==> config.mk <==
export PLATFORM = sky130hd
export DESIGN_NAME = scancode_to_ascii_with_led_cmd
export DESIGN_NICKNAME = d
export VERILOG_FILES = /design/src/sv/ps2kb_pkg.sv /design/src/sv/scancode_to_ascii_with_led_cmd.sv /design/src/sv/ps2kb_fifo.sv /design/src/sv/ps2kb_front.sv /design/src/sv/ps2kb_back.sv
export SDC_FILE = /design/constraint.sdc
export NUM_CORES = 1
export LEC_CHECK = 0
export BUFFER_PORTS_ARGS = -buffer_cell sky130_fd_sc_hd__clkbuf_2
export CORE_UTILIZATION = 60
export CTS_CLUSTER_SIZE = 10
export DETAILED_ROUTE_END_ITERATION = 10
export PLACE_DENSITY = 0.78
export SYNTH_ARGS = -nofsm -noshare
export SYNTH_HDL_FRONTEND = slang
export SYNTH_HIERARCHICAL = 1
export SYNTH_SLANG_ARGS = --single-unit
==> constraint.sdc <==
create_clock -name aclk -period 11.7 [get_ports aclk]
set_input_delay 0 -clock aclk [delete_from_list [all_inputs] [get_ports aclk]]
set_output_delay 0 -clock aclk [all_outputs]
set_load 0.02 [all_outputs]
==> src/sv/ps2kb_pkg.sv <==
`timescale 1ns / 1ps
`default_nettype none
package ps2kb_pkg;

    localparam int QUEUE_DEPTH_DEF = 8;
    localparam int OPQ_DEPTH       = 2;

    localparam logic [7:0] LED_CMD       = 8'hED;
    localparam logic [7:0] ACK_BYTE      = 8'hFA;
    localparam logic [7:0] RESEND_BYTE   = 8'hFE;
    localparam logic [7:0] TABLE_SIZE    = 8'h54;
    localparam logic [7:0] SC_CAPS       = 8'h3A;
    localparam logic [7:0] SC_NUM        = 8'h45;
    localparam logic [7:0] SC_SCROLL     = 8'h46;
    localparam logic [7:0] SC_LSHIFT     = 8'h2A;
    localparam logic [7:0] SC_RSHIFT     = 8'h36;
    localparam logic [7:0] SC_CTRL       = 8'h1D;
    localparam logic [7:0] SC_LSHIFT_BRK = 8'hAA;
    localparam logic [7:0] SC_RSHIFT_BRK = 8'hB6;
    localparam logic [7:0] SC_CTRL_BRK   = 8'h9D;
    localparam logic [7:0] SC_BKSP       = 8'h0E;
    localparam logic [7:0] SC_ENTER      = 8'h1C;

    localparam logic [7:0] ASCII_BS      = 8'h08;
    localparam logic [7:0] ASCII_LF      = 8'h0A;
    localparam logic [7:0] ASCII_UPPER_A = 8'h41;
    localparam logic [7:0] ASCII_UPPER_Z = 8'h5A;
    localparam logic [7:0] ASCII_CASE    = 8'h20;

    localparam logic [2:0] LED_CAPS      = 3'b100;
    localparam logic [2:0] LED_NUM       = 3'b010;
    localparam logic [2:0] LED_SCROLL    = 3'b001;

    localparam logic REQ_KEY    = 1'b0;
    localparam logic REQ_START  = 1'b1;
    localparam logic KIND_CHAR  = 1'b0;
    localparam logic KIND_TX    = 1'b1;

    typedef struct packed {
        logic       req_type;
        logic [7:0] scancode;
    } req_t;

    typedef struct packed {
        logic       out_kind;
        logic [7:0] out_value;
        logic       ctrl_held;
        logic       last;
    } res_t;

    // classified transaction handed from front to back
    typedef struct packed {
        logic       has_char;
        logic [7:0] char_val;
        logic       ctrl;
        logic       push_led;
        logic [2:0] led_val;
        logic       is_ack;
        logic       is_resend;
    } op_t;

    function automatic logic [7:0] plain_char(input logic [6:0] idx);
        logic [7:0] c;
        begin
            unique case (idx)
                7'h02: c = 8'h31;  7'h03: c = 8'h32;  7'h04: c = 8'h33;  7'h05: c = 8'h34;
                7'h06: c = 8'h35;  7'h07: c = 8'h36;  7'h08: c = 8'h37;  7'h09: c = 8'h38;
                7'h0A: c = 8'h39;  7'h0B: c = 8'h30;  7'h0C: c = 8'h2D;  7'h0D: c = 8'h3D;
                7'h10: c = 8'h51;  7'h11: c = 8'h57;  7'h12: c = 8'h45;  7'h13: c = 8'h52;
                7'h14: c = 8'h54;  7'h15: c = 8'h59;  7'h16: c = 8'h55;  7'h17: c = 8'h49;
                7'h18: c = 8'h4F;  7'h19: c = 8'h50;  7'h1A: c = 8'h5B;  7'h1B: c = 8'h5D;
                7'h1E: c = 8'h41;  7'h1F: c = 8'h53;
                7'h20: c = 8'h44;  7'h21: c = 8'h46;  7'h22: c = 8'h47;  7'h23: c = 8'h48;
                7'h24: c = 8'h4A;  7'h25: c = 8'h4B;  7'h26: c = 8'h4C;  7'h27: c = 8'h3B;
                7'h28: c = 8'h27;  7'h29: c = 8'h60;  7'h2B: c = 8'h5C;  7'h2C: c = 8'h5A;
                7'h2D: c = 8'h58;  7'h2E: c = 8'h43;  7'h2F: c = 8'h56;
                7'h30: c = 8'h42;  7'h31: c = 8'h4E;  7'h32: c = 8'h4D;  7'h33: c = 8'h2C;
                7'h34: c = 8'h2E;  7'h35: c = 8'h2F;  7'h37: c = 8'h2A;  7'h39: c = 8'h20;
                7'h47: c = 8'h37;  7'h48: c = 8'h38;  7'h49: c = 8'h39;  7'h4A: c = 8'h2D;
                7'h4B: c = 8'h34;  7'h4C: c = 8'h35;  7'h4D: c = 8'h36;  7'h4E: c = 8'h2B;
                7'h4F: c = 8'h31;  7'h50: c = 8'h32;  7'h51: c = 8'h33;  7'h52: c = 8'h30;
                7'h53: c = 8'h2E;
                default: c = 8'h00;
            endcase
            return c;
        end
    endfunction

    function automatic logic [7:0] shift_char(input logic [6:0] idx);
        logic [7:0] c;
        begin
            unique case (idx)
                7'h02: c = 8'h21;  7'h03: c = 8'h40;  7'h04: c = 8'h23;  7'h05: c = 8'h24;
                7'h06: c = 8'h25;  7'h07: c = 8'h5E;  7'h08: c = 8'h26;  7'h09: c = 8'h2A;
                7'h0A: c = 8'h28;  7'h0B: c = 8'h29;  7'h0C: c = 8'h5F;  7'h0D: c = 8'h2B;
                7'h1A: c = 8'h7B;  7'h1B: c = 8'h7D;  7'h27: c = 8'h3A;  7'h28: c = 8'h22;
                7'h29: c = 8'h7E;  7'h2B: c = 8'h7C;  7'h33: c = 8'h3C;  7'h34: c = 8'h3E;
                7'h35: c = 8'h3F;
                default: c = plain_char(idx);
            endcase
            return c;
        end
    endfunction

endpackage
`default_nettype wire

==> src/sv/scancode_to_ascii_with_led_cmd.sv <==
// Set-1 keyboard byte decoder with keyboard LED command queue.
// Input channel s_*: one transaction per received keyboard byte (req_type 0)
// or per start request (req_type 1, loads the LEDs from cfg_wr_data's
// register and queues the LED command).
// Output channel m_*: characters for the host (out_kind 0) and bytes to send
// to the keyboard (out_kind 1); last marks the final result of an input.
// cfg_wr_en/cfg_wr_data write init_leds_reg directly, no wait.
// The first result of an accepted input passes through the op queue and
// then the result register before it is presented on m_*.
// Throughput: one input per cycle while m_ready is high and it yields at
// most one result; an input with two results holds off the next until the
// two-entry result buffer drains, as the back end refills it only then.
// Reset clears modifiers, LEDs, the command queue and the ack wait.
// If m_ready stays low the result buffer holds, the two-entry op queue
// fills and then s_ready drops; nothing is lost.
`timescale 1ns / 1ps
`default_nettype none
module scancode_to_ascii_with_led_cmd #(
    parameter int QUEUE_DEPTH = ps2kb_pkg::QUEUE_DEPTH_DEF
) (
    input  wire logic            aclk,
    input  wire logic            aresetn,
    input  wire logic            cfg_wr_en,
    input  wire logic [2:0]      cfg_wr_data,
    input  wire logic            s_valid,
    output logic                 s_ready,
    input  wire ps2kb_pkg::req_t s_data,
    output logic                 m_valid,
    input  wire logic            m_ready,
    output ps2kb_pkg::res_t      m_data
);
    logic           fr_valid, fr_ready;
    ps2kb_pkg::op_t fr_data;
    logic           bk_valid, bk_ready;
    ps2kb_pkg::op_t bk_data;

    ps2kb_front u_front (
        .aclk        (aclk),
        .aresetn     (aresetn),
        .cfg_wr_en   (cfg_wr_en),
        .cfg_wr_data (cfg_wr_data),
        .s_valid     (s_valid),
        .s_ready     (s_ready),
        .s_data      (s_data),
        .op_valid    (fr_valid),
        .op_ready    (fr_ready),
        .op_data     (fr_data)
    );

    ps2kb_fifo #(
        .WIDTH ($bits(ps2kb_pkg::op_t)),
        .DEPTH (ps2kb_pkg::OPQ_DEPTH)
    ) u_opq (
        .aclk      (aclk),
        .aresetn   (aresetn),
        .in_valid  (fr_valid),
        .in_ready  (fr_ready),
        .in_data   (fr_data),
        .out_valid (bk_valid),
        .out_ready (bk_ready),
        .out_data  (bk_data)
    );

    ps2kb_back #(
        .QUEUE_DEPTH (QUEUE_DEPTH)
    ) u_back (
        .aclk     (aclk),
        .aresetn  (aresetn),
        .op_valid (bk_valid),
        .op_ready (bk_ready),
        .op_data  (bk_data),
        .m_valid  (m_valid),
        .m_ready  (m_ready),
        .m_data   (m_data)
    );

endmodule
`default_nettype wire

==> src/sv/ps2kb_fifo.sv <==
`timescale 1ns / 1ps
`default_nettype none
module ps2kb_fifo #(
    parameter int WIDTH = 8,
    parameter int DEPTH = 2
) (
    input  wire logic             aclk,
    input  wire logic             aresetn,
    input  wire logic             in_valid,
    output logic                  in_ready,
    input  wire logic [WIDTH-1:0] in_data,
    output logic                  out_valid,
    input  wire logic             out_ready,
    output logic [WIDTH-1:0]      out_data
);
    localparam int PW = $clog2(DEPTH);
    localparam int CW = $clog2(DEPTH + 1);

    logic [WIDTH-1:0] mem_reg [DEPTH];
    logic [PW-1:0]    wr_ptr_reg, wr_ptr_next;
    logic [PW-1:0]    rd_ptr_reg, rd_ptr_next;
    logic [CW-1:0]    count_reg, count_next;
    logic             push, pop;

    assign in_ready  = (count_reg != CW'(DEPTH));
    assign out_valid = (count_reg != '0);
    assign out_data  = mem_reg[rd_ptr_reg];
    assign push      = in_valid && in_ready;
    assign pop       = out_valid && out_ready;

    always_comb begin
        wr_ptr_next = wr_ptr_reg;
        rd_ptr_next = rd_ptr_reg;
        count_next  = count_reg;
        if (push) begin
            wr_ptr_next = (wr_ptr_reg == PW'(DEPTH - 1)) ? '0 : wr_ptr_reg + PW'(1);
        end
        if (pop) begin
            rd_ptr_next = (rd_ptr_reg == PW'(DEPTH - 1)) ? '0 : rd_ptr_reg + PW'(1);
        end
        if (push && !pop) begin
            count_next = count_reg + CW'(1);
        end else if (pop && !push) begin
            count_next = count_reg - CW'(1);
        end
    end

    always_ff @(posedge aclk) begin
        if (!aresetn) begin
            wr_ptr_reg <= '0;
            rd_ptr_reg <= '0;
            count_reg  <= '0;
        end else begin
            wr_ptr_reg <= wr_ptr_next;
            rd_ptr_reg <= rd_ptr_next;
            count_reg  <= count_next;
        end
    end

    always_ff @(posedge aclk) begin
        if (push) begin
            mem_reg[wr_ptr_reg] <= in_data;
        end
    end

endmodule
`default_nettype wire

==> src/sv/ps2kb_front.sv <==
`timescale 1ns / 1ps
`default_nettype none
module ps2kb_front (
    input  wire logic              aclk,
    input  wire logic              aresetn,
    input  wire logic              cfg_wr_en,
    input  wire logic [2:0]        cfg_wr_data,
    input  wire logic              s_valid,
    output logic                   s_ready,
    input  wire ps2kb_pkg::req_t   s_data,
    output logic                   op_valid,
    input  wire logic              op_ready,
    output ps2kb_pkg::op_t         op_data
);
    logic [2:0] init_leds_reg;
    logic [1:0] shift_reg, shift_next;
    logic       ctrl_reg, ctrl_next;
    logic [2:0] lock_reg, lock_next;
    logic [7:0] code;
    logic [7:0] ch;
    logic       accept;

    assign code     = s_data.scancode;
    assign op_valid = s_valid;
    assign s_ready  = op_ready;
    assign accept   = s_valid && op_ready;

    always_comb begin
        ch         = 8'h00;
        op_data    = '0;
        shift_next = shift_reg;
        ctrl_next  = ctrl_reg;
        lock_next  = lock_reg;
        if (s_data.req_type == ps2kb_pkg::REQ_START) begin
            lock_next        = init_leds_reg;
            op_data.push_led = 1'b1;
            op_data.led_val  = init_leds_reg;
        end else begin
            if (code < ps2kb_pkg::TABLE_SIZE) begin
                ch = (shift_reg == 2'b00) ? ps2kb_pkg::plain_char(code[6:0])
                                          : ps2kb_pkg::shift_char(code[6:0]);
            end
            if (ch >= ps2kb_pkg::ASCII_UPPER_A && ch <= ps2kb_pkg::ASCII_UPPER_Z &&
                (lock_reg[2] == (shift_reg != 2'b00))) begin
                ch = ch + ps2kb_pkg::ASCII_CASE;
            end
            if (code == ps2kb_pkg::SC_BKSP) begin
                ch = ps2kb_pkg::ASCII_BS;
            end
            if (code == ps2kb_pkg::SC_ENTER) begin
                ch = ps2kb_pkg::ASCII_LF;
            end
            op_data.has_char = (ch != 8'h00);
            op_data.char_val = ch;
            op_data.ctrl     = ctrl_reg;

            unique case (code)
                ps2kb_pkg::SC_CTRL:       ctrl_next = 1'b1;
                ps2kb_pkg::SC_CTRL_BRK:   ctrl_next = 1'b0;
                ps2kb_pkg::SC_LSHIFT:     shift_next = shift_reg | 2'b01;
                ps2kb_pkg::SC_RSHIFT:     shift_next = shift_reg | 2'b10;
                ps2kb_pkg::SC_LSHIFT_BRK: shift_next = shift_reg & 2'b10;
                ps2kb_pkg::SC_RSHIFT_BRK: shift_next = shift_reg & 2'b01;
                ps2kb_pkg::SC_CAPS: begin
                    lock_next        = lock_reg ^ ps2kb_pkg::LED_CAPS;
                    op_data.push_led = 1'b1;
                    op_data.led_val  = lock_next;
                end
                ps2kb_pkg::SC_NUM: begin
                    lock_next        = lock_reg ^ ps2kb_pkg::LED_NUM;
                    op_data.push_led = 1'b1;
                    op_data.led_val  = lock_next;
                end
                ps2kb_pkg::SC_SCROLL: begin
                    lock_next        = lock_reg ^ ps2kb_pkg::LED_SCROLL;
                    op_data.push_led = 1'b1;
                    op_data.led_val  = lock_next;
                end
                ps2kb_pkg::ACK_BYTE:      op_data.is_ack = 1'b1;
                ps2kb_pkg::RESEND_BYTE:   op_data.is_resend = 1'b1;
                default: ;
            endcase
        end
    end

    always_ff @(posedge aclk) begin
        if (!aresetn) begin
            init_leds_reg <= '0;
            shift_reg     <= '0;
            ctrl_reg      <= 1'b0;
            lock_reg      <= '0;
        end else begin
            if (cfg_wr_en) begin
                init_leds_reg <= cfg_wr_data;
            end
            if (accept) begin
                shift_reg <= shift_next;
                ctrl_reg  <= ctrl_next;
                lock_reg  <= lock_next;
            end
        end
    end

endmodule
`default_nettype wire

==> src/sv/ps2kb_back.sv <==
`timescale 1ns / 1ps
`default_nettype none
module ps2kb_back #(
    parameter int QUEUE_DEPTH = ps2kb_pkg::QUEUE_DEPTH_DEF
) (
    input  wire logic             aclk,
    input  wire logic             aresetn,
    input  wire logic             op_valid,
    output logic                  op_ready,
    input  wire ps2kb_pkg::op_t   op_data,
    output logic                  m_valid,
    input  wire logic             m_ready,
    output ps2kb_pkg::res_t       m_data
);
    localparam int PW = $clog2(QUEUE_DEPTH);
    localparam int CW = $clog2(QUEUE_DEPTH + 1);

    logic [7:0]    q_mem_reg [QUEUE_DEPTH];
    logic [PW-1:0] head_reg, head_next;
    logic [PW-1:0] tail_reg, tail_next, tail_inc;
    logic [CW-1:0] count_reg, count_next, c1, c2;
    logic          awaiting_reg, awaiting_next;
    logic [7:0]    pending_reg, pending_next;

    logic [1:0]      buf_cnt_reg, buf_cnt_next;
    ps2kb_pkg::res_t res0_reg, res0_next;
    ps2kb_pkg::res_t res1_reg, res1_next;

    logic            pop, take;
    logic            push0, push1, wait_now, has_first, deq;
    logic [7:0]      deq_byte;
    ps2kb_pkg::res_t first_res, deq_res;

    function automatic logic [PW-1:0] wrap_inc(input logic [PW-1:0] p);
        return (p == PW'(QUEUE_DEPTH - 1)) ? '0 : p + PW'(1);
    endfunction

    assign m_valid  = (buf_cnt_reg != 2'd0);
    assign m_data   = res0_reg;
    assign pop      = m_valid && m_ready;
    assign op_ready = (buf_cnt_reg == 2'd0) || (buf_cnt_reg == 2'd1 && pop);
    assign take     = op_valid && op_ready;
    assign tail_inc = wrap_inc(tail_reg);

    always_comb begin
        push0     = op_data.push_led && (count_reg < CW'(QUEUE_DEPTH));
        c1        = count_reg + CW'(push0);
        push1     = op_data.push_led && (c1 < CW'(QUEUE_DEPTH));
        c2        = c1 + CW'(push1);
        wait_now  = awaiting_reg && !op_data.is_ack;
        has_first = op_data.has_char || (op_data.is_resend && awaiting_reg);
        deq       = !wait_now && (c2 != '0);
        // empty queue: the byte leaving is the command just pushed
        deq_byte  = (count_reg == '0) ? ps2kb_pkg::LED_CMD : q_mem_reg[head_reg];

        if (op_data.has_char) begin
            first_res.out_kind  = ps2kb_pkg::KIND_CHAR;
            first_res.out_value = op_data.char_val;
            first_res.ctrl_held = op_data.ctrl;
        end else begin
            first_res.out_kind  = ps2kb_pkg::KIND_TX;
            first_res.out_value = pending_reg;
            first_res.ctrl_held = 1'b0;
        end
        first_res.last = !deq;

        deq_res.out_kind  = ps2kb_pkg::KIND_TX;
        deq_res.out_value = deq_byte;
        deq_res.ctrl_held = 1'b0;
        deq_res.last      = 1'b1;

        head_next     = deq ? wrap_inc(head_reg) : head_reg;
        tail_next     = push1 ? wrap_inc(tail_inc) : (push0 ? tail_inc : tail_reg);
        count_next    = c2 - CW'(deq);
        awaiting_next = deq ? 1'b1 : wait_now;
        pending_next  = deq ? deq_byte : pending_reg;

        buf_cnt_next = buf_cnt_reg;
        res0_next    = res0_reg;
        res1_next    = res1_reg;
        if (take) begin
            buf_cnt_next = {1'b0, has_first} + {1'b0, deq};
            res0_next    = has_first ? first_res : deq_res;
            res1_next    = deq_res;
        end else if (pop) begin
            buf_cnt_next = buf_cnt_reg - 2'd1;
            res0_next    = res1_reg;
        end
    end

    always_ff @(posedge aclk) begin
        if (!aresetn) begin
            head_reg     <= '0;
            tail_reg     <= '0;
            count_reg    <= '0;
            awaiting_reg <= 1'b0;
            pending_reg  <= '0;
            buf_cnt_reg  <= '0;
        end else begin
            if (take) begin
                head_reg     <= head_next;
                tail_reg     <= tail_next;
                count_reg    <= count_next;
                awaiting_reg <= awaiting_next;
                pending_reg  <= pending_next;
            end
            buf_cnt_reg <= buf_cnt_next;
        end
    end

    always_ff @(posedge aclk) begin
        res0_reg <= res0_next;
        res1_reg <= res1_next;
        if (take && push0) begin
            q_mem_reg[tail_reg] <= ps2kb_pkg::LED_CMD;
        end
        if (take && push1) begin
            q_mem_reg[tail_inc] <= {5'b00000, op_data.led_val};
        end
    end

endmodule
`default_nettype wire

==> flow_summary_export.csv <==
group,metric,value,unit
outcome,outcome,"finished, final reports clean",
logic_synthesis,yosysTopAreaCellShare,30.0,%
worst_setup_path,crit_arrival,5240,ps
floorplanning,rows,39,
route,drt-initial-drc-count,663,
cts,later_pin_clock_latency_in_the_skew_report,420,ps
placement,gpl.final_weighted_congestion,0.966,
sta,max_slew.worst_pin.slew,964,ps
cts,clock-sinks,113,
cts,max-clock-path-buffers,2,
worst_setup_path,cp_max_fo,16,
worst_setup_path,crit_top_cell,"sky130_fd_sc_hd__ha_1",
floorplanning,die_boundary_width,111,um
pwr,power.density_cell_area,207,nW/um^2
floorplanning,floorplan.die.height,111,um
worst_setup_path,critical_path_class,"reg -> reg",
worst_setup_path,cp_slowest_cell,"sky130_fd_sc_hd__dfxtp_1",
placement,place_ws,6880,ps
worst_setup_path,cpLargestDelayFamily,"simple AND/OR/NAND/NOR gates",
layout,most_common_library_cell_in_the_layout_ignoring_fill_and_taps,"sky130_fd_sc_hd__nand2_1",
sta,fin_ws,6810,ps
worst_setup_path,worst_ep_required_time,12040,ps
min_path,hold_path.startpoint,"m_ready",
job,timing.max_cap.violations,0,
global_routing,grt_max_degree,47,
logic_synthesis,yosys.area.top_type,"sky130_fd_sc_hd__edfxtp_1",
cts,postCtsSetupRepairBufs,0,
worst_setup_path,cpPeakStageDelay,800,ps
global_routing,groute.usage.overall,29.3,%
pwr,ir_worst_vdd,0.000176,V
logic_synthesis,synth-seq-area-share,41.8,%
floorplanning,floorplan.io_pins,30,
logic_synthesis,synth_fp_nets,796,
route,ant_nets,0,
logic_synthesis,synthDistinctLibCells,84,
global_routing,initial_antenna_violation_count,0,
cts,tritoncts,"yes",
pwr,p_leak,3.08,nW
floorplanning,initial_utilization,62.0,%
route,detailedRoute.firstPassIterationCount,6,
layout,n_antenna_cell,0,
sta,final-setup-viol-count,0,
route,dr_total_vias,6001,
logic_synthesis,synth_edf_count,71,
global_routing,grt.busiest_layer,"met2",
sta,fin_crit_sh,41.8,%
cts,h_tree_lvls,4,
sta,hold_fails_final_rpt,0,
placement,place_hpwl,12100,um
cts,cts.hold.buffers_added,8,
floorplanning,core_area,11500,sq um
global_routing,grt_overflow,0,
logic_synthesis,post_synth_inst_count,747,
route,wire_per_inst,19.0,um
sta,maxClockFrequency,0.204,GHz
layout,nNetsFinal,811,
sta,timing.max_slew.rel_slack,35.7,%
cts,cts.clk_slew.worst_paths,50,ps
global_routing,grt_util_met3,5.58,%
logic_synthesis,synth_async_sr_flop_share,0,%
sta,drv_slew,0,
min_path,hp-class,"in -> reg",
cts,clock_tree.root_cell,"sky130_fd_sc_hd__clkbuf_16",
logic_synthesis,yosysWarnings,6,
global_routing,global_route.usage.met1,40.8,%
cts,post_cts.resized_instances,0,
sta,unrepaired_setup_endpoints_after_global_routing,"no",
global_routing,via_count_of_the_first_global_routing_pass,5477,
sta,finClkSkew,8.65,ps
worst_setup_path,crit_chain,"mux2_2 > and2b_1 > ha_1 > nand3_2 > xor2_2 > nand2_1 > inv_1 > ha_1 > ha_1 > xor2_1 > xor2_1 > nor3_1 > a21oi_1 > ha_1 > ha_1 > xnor2_1 > or3_1 > a21oi_1",
floorplanning,die_area,12300,sq um
route,routed_via_density,6.54,
route,wirelength,17500,um
logic_synthesis,synth.ff_latch_count,113,
worst_setup_path,count_of_buffering_cells_on_the_critical_path_with_inverters_included,1,
sta,final.min_clock_period,4890,ps
layout,num-fill-cells,853,
global_routing,gr-usage-met2,45.1,%
placement,port_buffers,29,
logic_synthesis,synth_ff_type,"sky130_fd_sc_hd__edfxtp_1",
sta,fin_tns_setup,0,ps
route,post-route-drc-count,0,
worst_setup_path,crit_path_start_kind,"flip-flop",
logic_synthesis,synthesis.area,7110,sq um
layout,layout_common_cells,"sky130_fd_sc_hd__nand2_1, sky130_fd_sc_hd__edfxtp_1, sky130_fd_sc_hd__nor2_1",
logic_synthesis,syn_avg_cell_area,9.51,sq um
worst_setup_path,critical_path.endpoint_type,"flip-flop",
cts,cts_buffers,17,
logic_synthesis,main_area_contributors_after_synthesis,"sky130_fd_sc_hd__edfxtp_1, sky130_fd_sc_hd__dfxtp_1, sky130_fd_sc_hd__ha_1",
layout,layout-area-overhead-vs-synth,11.1,%
layout,fraction_of_final_layout_cells_sized_beyond_drive_strength_1,13.3,%
global_routing,global_route_wire_length_before_repair,28400,um
[kinds of logic (layout without fill, tap and decap cells)]
logic type                 after synthesis  count (layout)  share of synthesized area, %
and+or+nand+nor                        268             268                          19.3
adders and majority gates               32              32                          5.63
muxes                                   56              56                          8.49
buffers and inverters                   70              98                          4.30
DFF                                    113             113                          41.8
xor gates and xnor gates                14              14                          1.83
AOI/OAI and AO/OA                      194             194                          18.6
[layer usage]
metal / vias up / wire, um
met3: 42 / 1390
met2: 314 / 7840
met4: 0 / 435
met1: 2845 / 7820
li1: 2800 / -
met5: - / 0
[report_power, final]
part	total (mW)	switching [mW]	internal (mW)
Sequential	0.590	0.0564	0.534
Clock	0.497	0.180	0.317
Combinational	0.544	0.340	0.204
Total	1.63	0.577	1.05
[worst paths after layout]
| check | endpoint | slack [ps] | cells past startpoint |
|---|---|---|---|
| max reg2reg | u_back/count_reg[2]$_SDFFE_PN0P_ | 6810 | 18 |
| min reg2reg | u_back/pending_reg[2]$_SDFFE_PN0P_ | 460 | 2 |
| min | u_back/buf_cnt_reg[0]$_SDFFE_PN0P_ | 90 | 4 |
| max | u_back/count_reg[2]$_SDFFE_PN0P_ | 6810 | 18 |
[worst register-to-register path, stage by stage, from the launching register on]
cell	delay, ps
sky130_fd_sc_hd__dfxtp_1	800
sky130_fd_sc_hd__mux2_2	470
sky130_fd_sc_hd__and2b_1	190
sky130_fd_sc_hd__ha_1	210
sky130_fd_sc_hd__nand3_2	110
sky130_fd_sc_hd__xor2_2	290
sky130_fd_sc_hd__nand2_1	190
sky130_fd_sc_hd__inv_1	90
sky130_fd_sc_hd__ha_1	170
sky130_fd_sc_hd__ha_1	160
sky130_fd_sc_hd__xor2_1	270
sky130_fd_sc_hd__xor2_1	140
sky130_fd_sc_hd__nor3_1	470
sky130_fd_sc_hd__a21oi_1	190
sky130_fd_sc_hd__ha_1	260
sky130_fd_sc_hd__ha_1	190
sky130_fd_sc_hd__xnor2_1	140
sky130_fd_sc_hd__or3_1	310
sky130_fd_sc_hd__a21oi_1	150
[final cells by class]
type | instances | area, sq um | share of cell area [%]
flip-flops and latches | 113 | 2970 | 37.7
repair buffers | 37 | 225 | 2.85
well taps | 143 | 179 | 2.27
multi-input cells | 564 | 3830 | 48.5
inverters | 29 | 109 | 1.38
clock buffers | 18 | 439 | 5.56
clock inverters | 14 | 139 | 1.76
[through the flow]
stage | power [mW] | cells | util [%] | hold WS (ps) | area, sq um
5_1_grt | 1.71 | 918 | 68.8 | 112 | 7890
3_3_place_gp | 1.10 | 878 | 63.1 | 259 | 7230
3_5_place_dp | 1.12 | 878 | 63.1 | 276 | 7230
4_1_cts | 1.63 | 918 | 68.8 | 69.6 | 7890
6_report | 1.63 | 918 | 68.8 | 89.6 | 7890
2_1_floorplan | 0.986 | 747 | - | 122 | 7110
[synth_stat cells, drive strengths merged, types with 14 or more instances]
cell,number
clkbuf,21
nand3,20
dfxtp,42
nand2,87
o21ai,45
inv,29
edfxtp,71
buf,20
mux2,21
ha,32
a21oi,40
nor3,14
nor2,49
mux2i,34
nor2b,18
and2,18
(Power assumes the default switching activity.)
